`src/hdl/assert_macros.svh`:
```
// Assertion macros for the keystream unit.
`ifndef ASSERT_MACROS_SVH
`define ASSERT_MACROS_SVH
`ifndef ASSERT_OFF
`define ASSERT_IMPL(label, clk, rst_n, prop) \
    label: assert property (@(posedge clk) disable iff (!rst_n) prop) \
        else $error("assertion failed");
`define ASSERT_NEXT(label, clk, rst_n, cond, nxt) \
    label: assert property (@(posedge clk) disable iff (!rst_n) (cond) |=> (nxt)) \
        else $error("assertion failed");
`else
`define ASSERT_IMPL(label, clk, rst_n, prop)
`define ASSERT_NEXT(label, clk, rst_n, cond, nxt)
`endif
`endif

```
`src/hdl/arxks_pkg.sv`:
```
`default_nettype none
package arxks_pkg;
    localparam int unsigned NumKeyRegs = 6;
    localparam logic [31:0] GoldenConst = 32'h9e3779b9;
    localparam logic [31:0] ConstC = 32'h6a09e667;
    localparam logic [31:0] ConstD = 32'hbb67ae85;

    typedef struct packed {
        logic load_key;
        logic exp_step;
        logic blk_init;
        logic rnd_step;
        logic ks_load;
    } t_dp_cmd;

    typedef struct packed {
        logic exp_done;
        logic rnd_done;
    } t_dp_sts;

    function automatic logic [31:0] rotl32(input logic [31:0] v, input int unsigned n);
        rotl32 = (v << n) | (v >> (32 - n));
    endfunction
endpackage
`default_nettype wire

```
`src/hdl/arxks_ctrl.sv`:
```
`default_nettype none
module arxks_ctrl (
    input  wire logic               i_clk,
    input  wire logic               i_rst_n,
    input  wire logic               i_in_valid,
    input  wire logic               i_last,
    input  wire logic               i_out_stall,
    input  wire logic               i_cfg_wr,
    input  wire arxks_pkg::t_dp_sts i_sts,
    output arxks_pkg::t_dp_cmd      o_cmd,
    output logic                    o_in_stall,
    output logic                    o_out_load,
    output logic [3:0]              o_pos,
    output logic [31:0]             o_ctr,
    output logic                    o_out_valid
);
    import arxks_pkg::*;

    typedef enum logic [2:0] {
        ST_IDLE, ST_LOADK, ST_EXP, ST_INIT, ST_RND, ST_EMIT
    } t_state;

    t_state r_state;
    logic r_sched_ok;
    logic [3:0] r_pos;
    logic [31:0] r_ctr;
    logic r_ovalid;
    logic take;

    // accept when block ready and output slot free
    assign o_in_stall = !(r_state == ST_IDLE && (r_pos != 4'd0) && (!r_ovalid || !i_out_stall))
        && !(r_state == ST_EMIT && (!r_ovalid || !i_out_stall));
    assign take = i_in_valid && !o_in_stall;

    always_comb begin
        o_cmd = '0;
        case (r_state)
            ST_LOADK: o_cmd.load_key = 1'b1;
            ST_EXP: o_cmd.exp_step = 1'b1;
            ST_INIT: o_cmd.blk_init = 1'b1;
            ST_RND: begin
                o_cmd.rnd_step = 1'b1;
                o_cmd.ks_load = i_sts.rnd_done;
            end
            default: o_cmd = '0;
        endcase
    end

    always_ff @(posedge i_clk) begin
        if (!i_rst_n) begin
            r_state <= ST_IDLE;
            r_sched_ok <= 1'b0;
            r_pos <= 4'd0;
            r_ctr <= 32'd0;
            r_ovalid <= 1'b0;
        end else begin
            if (take) begin
                r_ovalid <= 1'b1;
            end else if (r_ovalid && !i_out_stall) begin
                r_ovalid <= 1'b0;
            end
            if (i_cfg_wr) begin
                r_sched_ok <= 1'b0;
            end else if (i_sts.exp_done) begin
                r_sched_ok <= 1'b1;
            end
            case (r_state)
                ST_IDLE: begin
                    if (take) begin
                        if (i_last) begin
                            r_pos <= 4'd0;
                            r_ctr <= 32'd0;
                        end else begin
                            r_pos <= r_pos + 4'd1;
                            if (r_pos == 4'd15) begin
                                r_ctr <= r_ctr + 32'd1;
                            end
                        end
                    end else if (i_in_valid && r_pos == 4'd0 && !i_cfg_wr) begin
                        r_state <= r_sched_ok ? ST_INIT : ST_LOADK;
                    end
                end
                ST_LOADK: r_state <= ST_EXP;
                ST_EXP: begin
                    if (i_sts.exp_done) begin
                        r_state <= ST_INIT;
                    end
                end
                ST_INIT: r_state <= ST_RND;
                ST_RND: begin
                    if (i_sts.rnd_done) begin
                        r_state <= ST_EMIT;
                    end
                end
                ST_EMIT: begin
                    if (take) begin
                        r_state <= ST_IDLE;
                        if (i_last) begin
                            r_ctr <= 32'd0;
                        end else begin
                            r_pos <= 4'd1;
                        end
                    end
                end
                default: r_state <= ST_IDLE;
            endcase
        end
    end

    assign o_out_load = take;
    assign o_pos = r_pos;
    assign o_ctr = r_ctr;
    assign o_out_valid = r_ovalid;
endmodule
`default_nettype wire
```
`config.mk`:
```
export PLATFORM = sky130hd
export DESIGN_NAME = arxks_ctrl
export DESIGN_NICKNAME = d
export VERILOG_FILES = /design/src/hdl/assert_macros.svh /design/src/hdl/arxks_pkg.sv /design/src/hdl/arxks_ctrl.sv
export SDC_FILE = /design/constraint.sdc
export NUM_CORES = 1
export LEC_CHECK = 0
export BUFFER_PORTS_ARGS = -buffer_cell sky130_fd_sc_hd__buf_4
export CORE_MARGIN = 4
export CORE_UTILIZATION = 45
export DETAILED_ROUTE_END_ITERATION = 16
export PLACE_DENSITY = 0.71
export REMOVE_ABC_BUFFERS = 1
export SLEW_MARGIN = 20
export SYNTH_ARGS = -nofsm -noshare
export SYNTH_HDL_FRONTEND = slang
export SYNTH_SLANG_ARGS = --single-unit
export TNS_END_PERCENT = 1
```
`constraint.sdc`:
```
create_clock -name i_clk -period 2 [get_ports i_clk]
set_clock_uncertainty 0.05 [all_clocks]
set_input_delay 0.3 -clock i_clk [delete_from_list [all_inputs] [get_ports i_clk]]
set_output_delay 0.3 -clock i_clk [all_outputs]
set_load 0.01 [all_outputs]
```
# Yosys cells after proc, flatten, opt, wreduce, memory -nomap -nowiden
# Index checks and enable logic that the tools add are counted.
# totals
register_bits	41
in_bits	8
output_inout_bits	44
elab_cells	71
# classes
addsub	2
eq_ne	15
muxes	24
bitwise_logic	1
n_reduce_logical	24
# ops
cell	count
32-bit 2-to-1 mux	5
32-bit case mux with 2 select lines	1
32-bit by 1-bit adder with 32-bit output, second input constant	1
3-bit case mux with 6 select lines	1
4-bit 2-to-1 mux	4
3-bit 2-to-1 mux	5
2-bit inequality test, second input constant	7
5-bit AND reduction	2
1-bit logical AND	8
4-bit case mux with 2 select lines	1
3-bit by 2-bit == test with 1-bit output, second input constant	2
3-bit == test, second input constant	2
1-bit zero test	6
1-bit 2-to-1 mux	5
4-bit by 1-bit adder with 4-bit output, second input constant	1
4-bit == test, second input constant	1
4-bit zero test	1
2-bit 2-to-1 mux	2
4-bit AND reduction	1
2-bit nonzero test	2
4-bit nonzero test	1
3-bit by 1-bit == test with 1-bit output, second input constant	1
3-bit zero test	1
3-bit by 2-bit inequality test with 1-bit output, second input constant	1
other kinds (4)	4

# Longest topological paths before layout
# depth
ltp_word	9
mapped_depth	9

# Worst setup path after synthesis
# Ideal clock, no wire load.
# synth_path
kind	flip-flop to flip-flop
from	register r_pos[0] (netlist: o_pos[0])
to	register r_ctr[23] (netlist: o_ctr[23])
setup_ns	0.070
t_arrival_ns	2.034
path_slack_ns	-0.154
stages_incl_launch_ff	9
n_path_buf	1
period_less_slack_ns	2.154
cell_sequence	dfxtp_1 -> inv_1 -> ha_1 -> or4b_1 -> nand4b_1 -> or3_1 -> buf_2 -> or4_1 -> a21oi_1
# synth_between
elab_chain_cells	9
# synth_lines
item	line_no	rtl
start, declared	arxks_ctrl.sv:25	logic [3:0] r_pos;
start signal, assigned	arxks_ctrl.sv:74	r_pos <= r_pos + 4'd1;
4-bit nonzero test	arxks_ctrl.sv:31	assign o_in_stall = !(r_state == ST_IDLE && (r_pos != 4'd0) && (!r_ovalid || !i_out_stall))
1-bit logical AND (2 in series)	arxks_ctrl.sv:31	
1-bit zero test	arxks_ctrl.sv:31	
1-bit logical AND	arxks_ctrl.sv:32	&& !(r_state == ST_EMIT && (!r_ovalid || !i_out_stall));
1-bit zero test	arxks_ctrl.sv:33	assign take = i_in_valid && !o_in_stall;
1-bit logical AND	arxks_ctrl.sv:33	
2-bit inequality test (no line)	-	
5-bit AND reduction (no line) (*)	-	
end signal, assigned	arxks_ctrl.sv:76	r_ctr <= r_ctr + 32'd1;
end, declared	arxks_ctrl.sv:26	logic [31:0] r_ctr;
# Mark *: on every way between the ends. The rest lies on a longest branch, timed or not.
# A chain may end at the register's enable or synchronous reset.

# Worst setup path in the final report
# layout_path
from	register r_pos[0] (netlist: o_pos[0])
to	register r_ctr[15] (netlist: o_ctr[15])
# Same word-level chain as after synthesis.

==> run_results.csv <==
group,metric,value,unit
run_status,outcome,"finished, violations left",
run_status,violations,"negative setup slack",
power_and_ir_drop,vdd_drop_max,0.000306,V
grt,number_of_global_route_vias_before_repair,2463,
worst_setup_path,arrival,2310,ps
sta,min_period,2160,ps
route,vias,2554,
synth,share_of_the_yosys_chip_area_belonging_to_registers,36.5,%
worst_setup_path,cp_num_buf_inv,4,
synth,ys_top_cells_by_count,"sky130_fd_sc_hd__dfxtp_1, sky130_fd_sc_hd__nand2_1, sky130_fd_sc_hd__a21oi_1, sky130_fd_sc_hd__a31oi_1, sky130_fd_sc_hd__nor2_1",
power_and_ir_drop,intPower,1.26,mW
synth,postSynthRegisterBits,41,
worst_setup_path,timing.rr.end,"o_ctr[15]",
power_and_ir_drop,p_leak,1.29,nW
clocking,root_buffer,"sky130_fd_sc_hd__clkbuf_8",
place,place.detailed.hpwl,4.69,mm
clocking,cts_hold_repair.buffers,0,
floorplan,floorplan.die.height,78.7,µm
sta,final_min_period_over_clock_period,108,%
worst_setup_path,crit_path_start_kind,"flop",
clocking,clkSlewWorstSetupHoldPaths,80,ps
worst_setup_path,crit_end,"o_ctr[15]",
floorplan,core.rowCount,25,
synth,synth_most_common_cell,"sky130_fd_sc_hd__dfxtp_1",
floorplan,floorplan.die_area,0.00620,mm²
worst_setup_path,r2r_start,"o_pos[0]",
synth,synth.cell_area,0.00225,mm²
synth,synth_warnings,0,
flow_run,drv_cap,0,
worst_setup_path,timing.critical_path.mode_cell,"sky130_fd_sc_hd__buf_6",
clocking,clockBufferDepth,2,
worst_setup_path,crit_path_start,"o_pos[0]",
grt,grt_antenna_before_repair,0,
worst_setup_path,critPathMaxFanout,6,
clocking,ctsHtreeMaxLevel,2,
sta,maxSlewViolCount,0,
place,gpl.final_weighted_congestion,0.837,
power_and_ir_drop,power.combinational.fraction,10.3,%
grt,global_route_usage_over_all_layers,22.4,%
sta,worst_pin_slew,597,ps
sta,grt_setup_unrepaired,"true",
synth,library_cells_used_by_synthesis,50,
synth,synth-async-reset-ratio,0,%
final_layout,utilization,68.2,%
grt,grt_pass1_wl,11.3,mm
place,port_buffers,51,
grt,grt_start_max_net_pins,28,
final_layout,design.final.nets,384,
clocking,cts.sink_count,41,
sta,max_freq,462,MHz
grt,gr-total-overflow,0,
worst_setup_path,critPathSlowestCell,"sky130_fd_sc_hd__dfxtp_2",
synth,ys.flop_type,"sky130_fd_sc_hd__dfxtp_1",
worst_setup_path,critical_path_endpoint_category,"flop",
route,viasPerCell,5.80,
sta,relSlewSlack,60.2,%
worst_setup_path,critical-path-max-stage-delay,340,ps
worst_setup_path,required_time_of_the_critical_path,2150,ps
worst_setup_path,reg2regPathDepth,10,
route,remaining_drc_errors,0,
floorplan,die_extent_in_x,78.7,µm
power_and_ir_drop,power.share.switching,24.2,%
sta,timing_hold_violations_final,0,
route,drt_pre_antenna_iters,4,
synth,synth_area_per_cell,7.87,µm²
synth,yosys-top-cells-area,"sky130_fd_sc_hd__dfxtp_1, sky130_fd_sc_hd__a31oi_1, sky130_fd_sc_hd__nand2_1",
route,route.antenna.remaining_nets,0,
clocking,clk-insertion-delay-late,300,ps
synth,synth_area_leader_cell,"sky130_fd_sc_hd__dfxtp_1",
final_layout,area_delta_synth_final,44.9,%
sta,finalWorstSetupSlack,-164,ps
final_layout,drive_above_1_share,35.9,%
worst_setup_path,crit_path_cells,"inv_2 > ha_4 > or4b_4 > nand4b_1 > buf_4 > buf_6 > nor3_4 > buf_6 > a41oi_2 > a311oi_1",
sta,tns,-2040,ps
worst_setup_path,cpLargestDelayFamily,"simple AND/OR/NAND/NOR gates",
synth,synth_largest_type_area_fraction,36.5,%
clocking,cts_inserted_buffers,5,
worst_setup_path,worst-setup-path-type,"flop to flop",
worst_setup_path,critical_path_cell_count,10,
worst_setup_path,worst-r2r-setup-slack,-160,ps
final_layout,final_cell_count_no_fill,440,
final_layout,antenna-diode-count,0,
floorplan,top_level_ports,52,
power_and_ir_drop,power.net_switching,0.404,mW
power_and_ir_drop,post-layout-total-power,1.67,mW
power_and_ir_drop,seq_power_share,49.9,%
synth,synth_edf_count,0,
route,drt_first_iter_violations,171,
place,preCtsSetupSlack,-202,ps
route,postRouteWirelength,6.97,mm
floorplan,initial_core_util,47.0,%
synth,synthesized_netlist_cell_count,286,
sta,setup_viol,29,
power_and_ir_drop,power_density,511,mW/mm²
floorplan,coreArea,0.00479,mm²
place,dp_cells,428,
min_path,min_path_type,"input port to flop",
power_and_ir_drop,power.clock.fraction,39.8,%
route,wl_per_cell,15.8,µm
clocking,cts_tree,"built",
## through the flow
| step | instance area (µm²) | hold slack [ps] |
|---|---|---|
| final | 3260 | 118 |
| after global routing | 3260 | 120 |
| after CTS | 3090 | 117 |
| after detailed placement | 2950 | 424 |
| after global placement | 2950 | 421 |
| after floorplan | 2190 | 329 |
## power groups by stage
stage	combinational, mW	clock, mW	sequential (mW)
3_5_place_dp	0.161	0	0.851
5_1_grt	0.188	0.712	0.832
2_1_floorplan	0.0768	0	0.858
4_1_cts	0.167	0.668	0.831
6_report	0.172	0.663	0.831
3_3_place_gp	0.157	0	0.850
## metal layers
| metal | GRT usage (%) | wire (µm) | part of all wire, % | vias up |
|---|---|---|---|---|
| met5 | 0 | 0 | 0 | - |
| met4 | 6.82 | 68 | 0.98 | 0 |
| met3 | 4.31 | 411 | 5.9 | 9 |
| met2 | 39.0 | 3400 | 49 | 79 |
| met1 | 28.0 | 3090 | 44 | 1198 |
| li1 | - | - | - | 1268 |
## layout make-up
type / count / area (µm²)
repair buffers: 95 / 739
clock buffers: 5 / 68.8
inverters: 11 / 41.3
fillers: 423 / 1520
well taps: 67 / 83.8
multi-input cells: 219 / 1470
clock inverters: 2 / 35.0
flip-flops and latches: 41 / 823
## worst min path at each step
stage,start,end,slack (ps),cells past startpoint
after floorplan,i_cfg_wr,r_sched_ok,330,1
after global placement,o_ctr[31],o_ctr[31],420,1
after detailed placement,o_ctr[31],o_ctr[31],420,1
after CTS,i_cfg_wr,r_sched_ok,120,2
after global routing,i_cfg_wr,r_sched_ok,120,2
final,i_cfg_wr,r_sched_ok,120,2
## kinds of logic (layout without fill, tap and decap cells)
group	count (synthesis)	in the layout	synth area share, %
AO/OA/AOI/OAI	97	97	29.0
XOR/XNOR	1	1	0.389
adder cells (fa/ha/maj)	3	3	1.67
buffers and inverters	26	113	4.73
flip-flops	41	41	36.5
multiplexers	1	1	0.445
AND/OR/NAND/NOR	117	117	27.3
## worst register-to-register path, delay by kind of cell, from the launching register on
kind	cells	cell delay, ps
and+or+nand+nor	3	600
buffers and inverters	4	560
AOI/OAI and AO/OA	2	380
DFF	1	340
adders and majority gates	1	140
## layout by cell type, fill, tap and decap left out, types with 3 or more instances in the layout
master | Yosys | layout
sky130_fd_sc_hd__o21ai_0 | 12 | 12
sky130_fd_sc_hd__nor3b_1 | 4 | 4
sky130_fd_sc_hd__nand2_1 | 31 | 30
sky130_fd_sc_hd__and2_1 | 5 | 5
sky130_fd_sc_hd__inv_1 | 10 | 7
sky130_fd_sc_hd__nand3_1 | 15 | 15
sky130_fd_sc_hd__buf_4 | 1 | 88
sky130_fd_sc_hd__buf_6 | 0 | 7
sky130_fd_sc_hd__nand4b_1 | 3 | 3
sky130_fd_sc_hd__and4_1 | 3 | 3
sky130_fd_sc_hd__a311oi_1 | 6 | 5
sky130_fd_sc_hd__clkbuf_8 | 0 | 5
sky130_fd_sc_hd__dfxtp_1 | 41 | 39
sky130_fd_sc_hd__nand4_1 | 6 | 6
sky130_fd_sc_hd__and3_1 | 4 | 4
sky130_fd_sc_hd__nor2_1 | 18 | 18
sky130_fd_sc_hd__a21oi_1 | 22 | 18
sky130_fd_sc_hd__inv_2 | 0 | 3
sky130_fd_sc_hd__a21o_1 | 9 | 8
sky130_fd_sc_hd__a211oi_1 | 4 | 4
sky130_fd_sc_hd__a21oi_2 | 0 | 4
sky130_fd_sc_hd__a41oi_2 | 0 | 5
sky130_fd_sc_hd__a31oi_1 | 20 | 16
sky130_fd_sc_hd__nor3_1 | 11 | 10
sky130_fd_sc_hd__a31oi_2 | 0 | 4
## flip-flops by register name (all words and copies together), names as in the netlist
register	count
r_state	3
o_pos	4
o_out_valid	1
r_sched_ok	1
o_ctr	32
## timing repair
item,CTS,global route
resized for setup,7,34
endpoints found under the setup margin,32,41
pin swaps,3,25
gates cloned,0,2
setup buffers,1,2
Power figures use the tool's default switching activity.
