$ cat src/hdl/assert_macros.svh
// Assertion macros for the keystream unit.
`ifndef ASSERT_MACROS_SVH
`define ASSERT_MACROS_SVH
`ifndef ASSERT_OFF
`define ASSERT_IMPL(label, clk, rst_n, prop) \
    label: assert property (@(posedge clk) disable iff (!rst_n) prop) \
        else $error("assertion failed");
`define ASSERT_NEXT(label, clk, rst_n, cond, nxt) \
    label: assert property (@(posedge clk) disable iff (!rst_n) (cond) |=> (nxt)) \
        else $error("assertion failed");
`else
`define ASSERT_IMPL(label, clk, rst_n, prop)
`define ASSERT_NEXT(label, clk, rst_n, cond, nxt)
`endif
`endif

$ cat src/hdl/arxks_pkg.sv
`default_nettype none
package arxks_pkg;
    localparam int unsigned NumKeyRegs = 6;
    localparam logic [31:0] GoldenConst = 32'h9e3779b9;
    localparam logic [31:0] ConstC = 32'h6a09e667;
    localparam logic [31:0] ConstD = 32'hbb67ae85;

    typedef struct packed {
        logic load_key;
        logic exp_step;
        logic blk_init;
        logic rnd_step;
        logic ks_load;
    } t_dp_cmd;

    typedef struct packed {
        logic exp_done;
        logic rnd_done;
    } t_dp_sts;

    function automatic logic [31:0] rotl32(input logic [31:0] v, input int unsigned n);
        rotl32 = (v << n) | (v >> (32 - n));
    endfunction
endpackage
`default_nettype wire

$ cat src/hdl/arxks_datapath.sv
`default_nettype none
module arxks_datapath #(
    parameter int unsigned ROUNDS = 24
) (
    input  wire logic               i_clk,
    input  wire logic [6*64-1:0]    i_key,
    input  wire logic [31:0]        i_ctr,
    input  wire arxks_pkg::t_dp_cmd i_cmd,
    output arxks_pkg::t_dp_sts      o_sts,
    output logic [127:0]            o_ks
);
    import arxks_pkg::*;
    localparam int unsigned IW = $clog2(ROUNDS + 1);

    logic [31:0] r_rw [ROUNDS];
    logic [31:0] r_win [8];
    logic [IW-1:0] r_idx;
    logic [31:0] r_a, r_b, r_c, r_d;
    logic [31:0] r_rwq;
    logic [127:0] r_ks;
    logic [31:0] n_w;
    logic [31:0] a1, b1, c1, d1, a2, b2, c2, d2;
    logic [31:0] k8, k9, k10, k11;
    logic [31:0] mulp;

    assign k8 = i_key[4*64 +: 32];
    assign k9 = i_key[4*64+32 +: 32];
    assign k10 = i_key[5*64 +: 32];
    assign k11 = i_key[5*64+32 +: 32];

    // expansion: window of last 8 words, one new word per cycle
    assign mulp = 32'(r_idx) * GoldenConst;
    assign n_w = (rotl32(r_win[7], 5) ^ r_win[1]) + (mulp ^ r_win[0]);

    always_comb begin
        a1 = r_a + r_b;
        d1 = rotl32(r_d ^ a1, 16);
        c1 = r_c + d1;
        b1 = rotl32(r_b ^ c1, 12);
        a2 = a1 + b1;
        d2 = rotl32(d1 ^ a2, 8);
        c2 = c1 + d2;
        b2 = rotl32(b1 ^ c2, 7);
    end

    always_ff @(posedge i_clk) begin
        if (i_cmd.load_key) begin
            for (int i = 0; i < 8; i++) begin
                r_win[i] <= i_key[i*32 +: 32];
            end
            r_idx <= IW'(0);
        end else if (i_cmd.exp_step) begin
            if (r_idx < IW'(8)) begin
                r_rw[r_idx[$clog2(ROUNDS)-1:0]] <= r_win[r_idx[2:0]];
            end else begin
                r_rw[r_idx[$clog2(ROUNDS)-1:0]] <= n_w;
                for (int i = 0; i < 7; i++) begin
                    r_win[i] <= r_win[i+1];
                end
                r_win[7] <= n_w;
            end
            r_idx <= r_idx + IW'(1);
        end else if (i_cmd.blk_init) begin
            r_a <= k8 ^ i_ctr;
            r_b <= k9 ^ ~i_ctr;
            r_c <= k10 ^ ConstC;
            r_d <= k11 ^ ConstD;
            r_rwq <= r_rw[0];
            r_idx <= IW'(1);
        end else if (i_cmd.rnd_step) begin
            r_a <= a2 ^ r_rwq;
            r_b <= b2;
            r_c <= c2;
            r_d <= d2;
            if (r_idx < IW'(ROUNDS)) begin
                r_rwq <= r_rw[r_idx[$clog2(ROUNDS)-1:0]];
            end
            r_idx <= r_idx + IW'(1);
        end
        if (i_cmd.ks_load) begin
            r_ks <= {d2, c2, b2, a2 ^ r_rwq};
        end
    end

    // window is primed after 8 copies: the first 8 words equal key words 0..7
    assign o_sts.exp_done = (r_idx == IW'(ROUNDS - 1)) && i_cmd.exp_step;
    assign o_sts.rnd_done = (r_idx == IW'(ROUNDS)) && i_cmd.rnd_step;
    assign o_ks = r_ks;
endmodule
`default_nettype wire

$ cat config.mk
export PLATFORM = sky130hd
export DESIGN_NAME = arxks_datapath
export DESIGN_NICKNAME = d
export VERILOG_FILES = /design/src/hdl/assert_macros.svh /design/src/hdl/arxks_pkg.sv /design/src/hdl/arxks_datapath.sv
export SDC_FILE = /design/constraint.sdc
export NUM_CORES = 2
export LEC_CHECK = 0
export ABC_CLOCK_PERIOD_IN_PS = 29100
export BUFFER_PORTS_ARGS = -buffer_cell sky130_fd_sc_hd__buf_2
export CAP_MARGIN = 20
export CORE_MARGIN = 2
export CORE_UTILIZATION = 60
export DETAILED_ROUTE_END_ITERATION = 7
export PLACE_DENSITY = 0.8
export SLEW_MARGIN = 15
export SYNTH_ARGS = -nofsm -noshare
export SYNTH_HDL_FRONTEND = slang
export SYNTH_SLANG_ARGS = --single-unit
export TNS_END_PERCENT = 100
$ cat constraint.sdc
create_clock -name i_clk -period 29.1 [get_ports i_clk]
set_input_delay 0 -clock i_clk [delete_from_list [all_inputs] [get_ports i_clk]]
set_output_delay 0 -clock i_clk [all_outputs]
set_load 0.02 [all_outputs]
Yosys cells after proc, flatten, opt, wreduce, memory -nomap -nowiden. Memories as Yosys holds them, arrays and structs flattened. A register that Yosys moved wholly into a read port is not among the register bits. Cells that the tools add are included.

Memory bits (writable): 1024. Register bits after elaboration: 293. Bits of input ports: 422. Output and inout port bits: 130. Memories kept: 2. Logic and storage cells: 92.

Memories: r_rw (depth 24, bits a word 32, rd ports 2, clocked after Yosys merged registers in 1, wr ports 1, line arxks_datapath.sv:15) `logic [31:0] r_rw [ROUNDS];`; r_win (depth 8, bits a word 32, rd ports 9, clocked after Yosys merged registers in 1, wr ports 8, line arxks_datapath.sv:16) `logic [31:0] r_win [8];`.

Bitwise gates (word level): 28. Add/subtract/negate cells: 6. Mux-type cells: 37. $lt $le $gt $ge: 2. Reductions and logical operators: 7. Equal/unequal tests: 2. Multiply operators: 1.

Operators by type and width (count): 32-bit 2-to-1 mux (20); 32-bit bitwise XOR (9); 32-bit adder (5); 5-bit by 32-bit multiplier with 32-bit output, second input constant (1); 32-bit inverter (1); 32-bit by 12-bit OR with 32-bit output (1); 32-bit by 16-bit OR with 32-bit output (1); 32-bit by 5-bit OR with 32-bit output (1); 32-bit by 7-bit OR with 32-bit output (1); 32-bit by 8-bit OR with 32-bit output (1); 5-bit 2-to-1 mux (5); 19-bit inverter (1); 16-bit inverter (1); 5-bit equality test, second input constant (2); 1-bit 2-to-1 mux (10); 1-bit OR (9); 3-bit 2-to-1 mux (2); 5-bit by 1-bit adder with 5-bit output, second input constant (1); 5-bit by 4-bit < comparator with 1-bit output, second input constant (1); 5-bit < comparator, second input constant (1); 4-bit AND reduction (1); 2-bit nonzero test (2); 3-bit AND reduction (1); 3-bit nonzero test (1); other kinds (2) (4).

Longest topological paths before layout.
Depth in word-level cells: 14. Gate-level depth with buffers: 50. Gate-level depth less buffers: 50.

Worst setup path after synthesis. Ideal clock, no wire load.

Path kind: in2reg. Start point: input port i_cmd[2] (netlist bit). End point: register r_rwq[0], enable pin. Stages on the path: 5. Slack: 16.608 ns. Arrival time: 12.022 ns. Setup time: 0.470 ns. Path through: clkbuf_1 -> clkbuf_1 -> nor2_1 -> nor3_1 -> a21boi_0.

Longest elaborated chain between the ends: 2. Elaborated cells on any way between the ends: 3. Those cells by class: 3 x reduce/logical.

RTL lines: start, declared (line arxks_datapath.sv:8) `input wire arxks_pkg::t_dp_cmd i_cmd,`; 2-bit nonzero test (no source line); 4-bit AND reduction (no source line) (*); end signal, assigned (line arxks_datapath.sv:68) `r_rwq <= r_rw[0];`; end signal, assigned (line arxks_datapath.sv:76) `r_rwq <= r_rw[r_idx[$clog2(ROUNDS)-1:0]];`; end, declared (line arxks_datapath.sv:19) `logic [31:0] r_rwq;`.

Mark *: on every way between the ends. The rest lies on a longest branch, timed or not. A chain may end at the register's enable or synchronous reset.

Final worst setup path.
Start point: register r_b[0]. End point: register r_b[5] (data pin).

Longest elaborated chain between the ends: 14.

RTL lines: start, declared (line arxks_datapath.sv:18) `logic [31:0] r_a, r_b, r_c, r_d;`; start signal, assigned (line arxks_datapath.sv:65) `r_b <= k9 ^ ~i_ctr;`; 32-bit adder (line arxks_datapath.sv:36) `a1 = r_a + r_b;`; 32-bit bitwise XOR (line arxks_datapath.sv:37) `d1 = rotl32(r_d ^ a1, 16);`; 32-bit by 16-bit OR with 32-bit output (line arxks_pkg.sv:22) `rotl32 = (v << n) | (v >> (32 - n));`; 32-bit adder (line arxks_datapath.sv:38) `c1 = r_c + d1;`; 32-bit bitwise XOR (line arxks_datapath.sv:39) `b1 = rotl32(r_b ^ c1, 12);`; 32-bit by 12-bit OR with 32-bit output (line arxks_pkg.sv:22); 32-bit adder (line arxks_datapath.sv:40) `a2 = a1 + b1;`; 32-bit bitwise XOR (*) (line arxks_datapath.sv:41) `d2 = rotl32(d1 ^ a2, 8);`; 32-bit by 8-bit OR with 32-bit output (*) (line arxks_pkg.sv:22); via d2[0] (line arxks_datapath.sv:22) `logic [31:0] a1, b1, c1, d1, a2, b2, c2, d2;`; 32-bit adder (*) (line arxks_datapath.sv:42) `c2 = c1 + d2;`; 32-bit bitwise XOR (*) (line arxks_datapath.sv:43) `b2 = rotl32(b1 ^ c2, 7);`; 32-bit by 7-bit OR with 32-bit output (*) (line arxks_pkg.sv:22); via b2[5] (line arxks_datapath.sv:22); 32-bit 2-to-1 mux (*) (line arxks_datapath.sv:70) `end else if (i_cmd.rnd_step) begin`; 32-bit 2-to-1 mux (*) (line arxks_datapath.sv:63) `end else if (i_cmd.blk_init) begin`.

Mark *: on every way through the listed nets, which the timed path passes. The rest lies on a longest branch. The select of a mux whose other input is x is not followed.

==> flow_summary.toml <==
[status]
outcome = "finished, final reports clean"

[floorplanning]
floorplan.initialDensity = 0.602
die_boundary_width_um = 334
core_um2 = 108000
pin_count = 552
row_cnt = 121
floorplan.die_area_um2 = 111000
die_height_um = 334

[synth]
synth_compound_gate_area_share = 0.0709
post_synth_fa_ha_maj_area_fraction = 0.0474
syn_nets = 5287
post-synth-top-area-cell = "sky130_fd_sc_hd__edfxtp_1"
mappedNetlistArea_um2 = 65300
yosysMostFrequentCell = "sky130_fd_sc_hd__edfxtp_1"
synth-xor-area-share = 0.0634
yosysUniqueCellTypes = 79
post_synth.cell_area_avg_um2 = 14.1
post_synth_edffs = 1312
netlist_instances = 4632
post_synth_mux_area_share = 0.119
synth_common_cells = "sky130_fd_sc_hd__edfxtp_1, sky130_fd_sc_hd__nand2_1, sky130_fd_sc_hd__mux4_2, sky130_fd_sc_hd__xor2_1, sky130_fd_sc_hd__ha_1"
main_combinational_cell_family_by_area_after_synthesis = "multiplexers"
ys_async_sr_fraction = 0
postSynth.topFlopCell = "sky130_fd_sc_hd__edfxtp_1"
netlist_top_cells_area = "sky130_fd_sc_hd__edfxtp_1, sky130_fd_sc_hd__mux4_2, sky130_fd_sc_hd__nand2_1"
synth.yosys.warnings = 0
post_synth_and_or_nand_nor_area_fraction = 0.0755
synth-seq-area-share = 0.606
synth.top_cell.area_share = 0.603
ys_seq_elements = 1322

[cells_and_area]
fraction_of_final_layout_cells_with_drive_strength_greater_than_1 = 0.221
multi_input_area_um2 = 24900
layout.area.seq_um2 = 39600
net_count_reported_at_finish = 6357
syn2layout_area_growth_pct = 21.9
fin_cells = 7233
finished_cell_area_um2 = 79600
num-fill-cells = 6331

[timing]
relSlewSlack = 0.146
setup_total_negative_slack_ps = 0
setup_slack_ps = 14850
worst_max_slew_pin_slew_ps = 1280
max_freq_mhz = 70.2
period_share = 0.490
min_period_ps = 14250
hold_violations = 0
slew_viol_final = 0
finalSetupViolCount = 0
skew_ps = 49.5
rsz_0062_raised_after_global_routing = "false"

[job]
drv.max_cap_violation_count = 0

[detailed_routing]
drtAntennaViolNets = 0
num_vias = 48795
ratio_of_routed_vias_to_standard_cells = 6.75
first_pass_iters = 6
detail_route.drc_violations = 0
post_drt_wl_per_cell_um = 34.0
starting_drt_drc_count = 7239
total_length_of_routed_wires_um = 246000

[min_path]
min-delay-path-class = "input port to flip-flop"

[grt]
global_route_wire_length_before_repair_um = 347000
antenna_found_initial = 21
grt_overflow_total = 0
track_usage = 0.442
pin_count_of_the_biggest_net_entering_global_routing = 178
first_global_vias = 49107

[clock_network]
cts_tree = "done"
clk_pin_slew_worst_paths_ps = 60
max-clock-path-buffers = 3
cts-buffers-inserted = 136
ctsHtreeMaxLevel = 4
clock_insertion_delay_at_the_later_pin_of_the_skew_report_ps = 780
ctsRootBufferMaster = "sky130_fd_sc_hd__clkbuf_16"
clkSinkCount = 1322

[setup_path]
start_kind = "flip-flop"
critical_path_capture_point_type = "flip-flop"
crit_slowest_cell = "sky130_fd_sc_hd__xnor2_1"
cp_data_arrival_time_ps = 14770
path_max_fanout = 6
timing.critical_path.required_ps = 29620
worst_path_largest_cell_delay_ps = 640
critical-path-top-cell-by-count = "sky130_fd_sc_hd__a21oi_1"
setup.reg_to_reg.worst_slack_ps = 14850
crit_path_class = "flip-flop to flip-flop"

[place]
io_buffer_count = 551
place_ws_ps = 15770
detailed_place_hpwl_um = 151000
post_dp_cell_area_um2 = 70100
gp_congestion = 1.07
placed_cells = 6485
[metrics by stage]
step                      hold slack, ps  utilization
after CTS                          0.470        0.734
final                               24.8        0.734
after global placement               265        0.646
after global routing                34.9        0.734
after detailed placement             267        0.647
after floorplan                      112            -
[critical path, delay by kind of cell, from the launching register on]
family	cells	cell delay, ps
compound gates	28	6670
fa+ha+maj	8	2820
xor+xnor	8	2460
simple gates	3	410
buf+inv	4	870
mux	1	300
flops	1	420
[sequential cells by signal (all words and copies together), names as in the netlist, named ones only]
name   cells
o_ks     128
r_b       32
r_rw     768
r_d       32
r_win    256
r_c       32
r_idx      5
r_a       32
r_rwq     32
[kinds of logic (layout without fill, tap and decap cells)]
family                   after synthesis  count (layout)
flip-flops                          1322            1322
XOR/XNOR                             463             463
other                                  0              11
buffers and inverters                302            1478
adder cells (fa/ha/maj)              233             233
AND/OR/NAND/NOR                     1169            1169
multiplexers                         406             406
AO/OA/AOI/OAI                        737             737
[timing repair]
item / in CTS / in global routing
gates resized for setup: 0 / 0
hold buffers: 492 / 0
buffers inserted: 0 / 0
endpoints found under the hold margin: 461 / 0
endpoints found under the setup margin: 0 / 0
[cell type report]
type                            instances  share of cell area
Timing Repair Buffer                 1130               0.106
Sequential cell                      1322               0.498
Clock buffer                          162              0.0449
Tap cell                             1414              0.0222
Clock inverter                         82              0.0118
Antenna cell                           11            0.000346
Multi-Input combinational cell       3008               0.313
Inverter                              104             0.00493
[routing by layer]
metal,global-route usage,wire [µm],vias to the layer above
li1,-,-,19595
met1,0.510,79100,23652
met2,0.716,117000,4307
met3,0.0981,25300,1223
met4,0.354,24300,18
met5,0.00564,236,-
[final timing paths]
| check | cells past startpoint | start | endpoint |
|---|---|---|---|
| worst max-delay path | 52 | r_b[0]$_DFFE_PP_ | r_b[5]$_DFFE_PP_ |
| worst min-delay path | 3 | i_ctr[8] | r_b[8]$_DFFE_PP_ |
| worst max register to register | 52 | r_b[0]$_DFFE_PP_ | r_b[5]$_DFFE_PP_ |
| worst min register to register | 2 | r_win[3][25]$_DFFE_PP_ | r_win[2][25]$_DFFE_PP_ |
[cells in the final DEF, fill, tap and decap left out, types with 12 or more instances in the layout]
cell type | Yosys | layout
sky130_fd_sc_hd__bufinv_16 | 0 | 12
sky130_fd_sc_hd__o21ai_0 | 206 | 205
sky130_fd_sc_hd__clkinv_1 | 0 | 23
sky130_fd_sc_hd__a21oi_1 | 200 | 187
sky130_fd_sc_hd__nor3_1 | 25 | 22
sky130_fd_sc_hd__o21bai_1 | 31 | 31
sky130_fd_sc_hd__clkinv_2 | 0 | 22
sky130_fd_sc_hd__o21a_1 | 28 | 28
sky130_fd_sc_hd__fa_1 | 24 | 24
sky130_fd_sc_hd__nor3b_1 | 13 | 12
sky130_fd_sc_hd__mux2i_1 | 37 | 37
sky130_fd_sc_hd__nand2b_1 | 23 | 23
sky130_fd_sc_hd__a211oi_1 | 47 | 47
sky130_fd_sc_hd__inv_1 | 103 | 103
sky130_fd_sc_hd__xnor2_1 | 208 | 208
sky130_fd_sc_hd__xor2_1 | 247 | 246
sky130_fd_sc_hd__o211ai_1 | 19 | 19
sky130_fd_sc_hd__nor2_4 | 0 | 24
sky130_fd_sc_hd__mux2_2 | 81 | 81
sky130_fd_sc_hd__nor2_1 | 138 | 114
sky130_fd_sc_hd__clkbuf_16 | 0 | 138
sky130_fd_sc_hd__edfxtp_1 | 1312 | 1312
sky130_fd_sc_hd__ha_1 | 209 | 209
sky130_fd_sc_hd__mux4_2 | 288 | 288
sky130_fd_sc_hd__a31oi_1 | 32 | 32
sky130_fd_sc_hd__nand3_1 | 29 | 29
sky130_fd_sc_hd__dlygate4sd3_1 | 0 | 492
sky130_fd_sc_hd__nand2_1 | 810 | 809
sky130_fd_sc_hd__buf_4 | 0 | 85
sky130_fd_sc_hd__buf_2 | 3 | 548
sky130_fd_sc_hd__clkbuf_1 | 140 | 21
sky130_fd_sc_hd__a21o_1 | 90 | 89
sky130_fd_sc_hd__and3_1 | 19 | 19
sky130_fd_sc_hd__or3_1 | 12 | 12
sky130_fd_sc_hd__nor2b_1 | 53 | 53
Power is not shown: default switching activity piles up to over one toggle a cycle in this logic, so the estimate is an artifact.
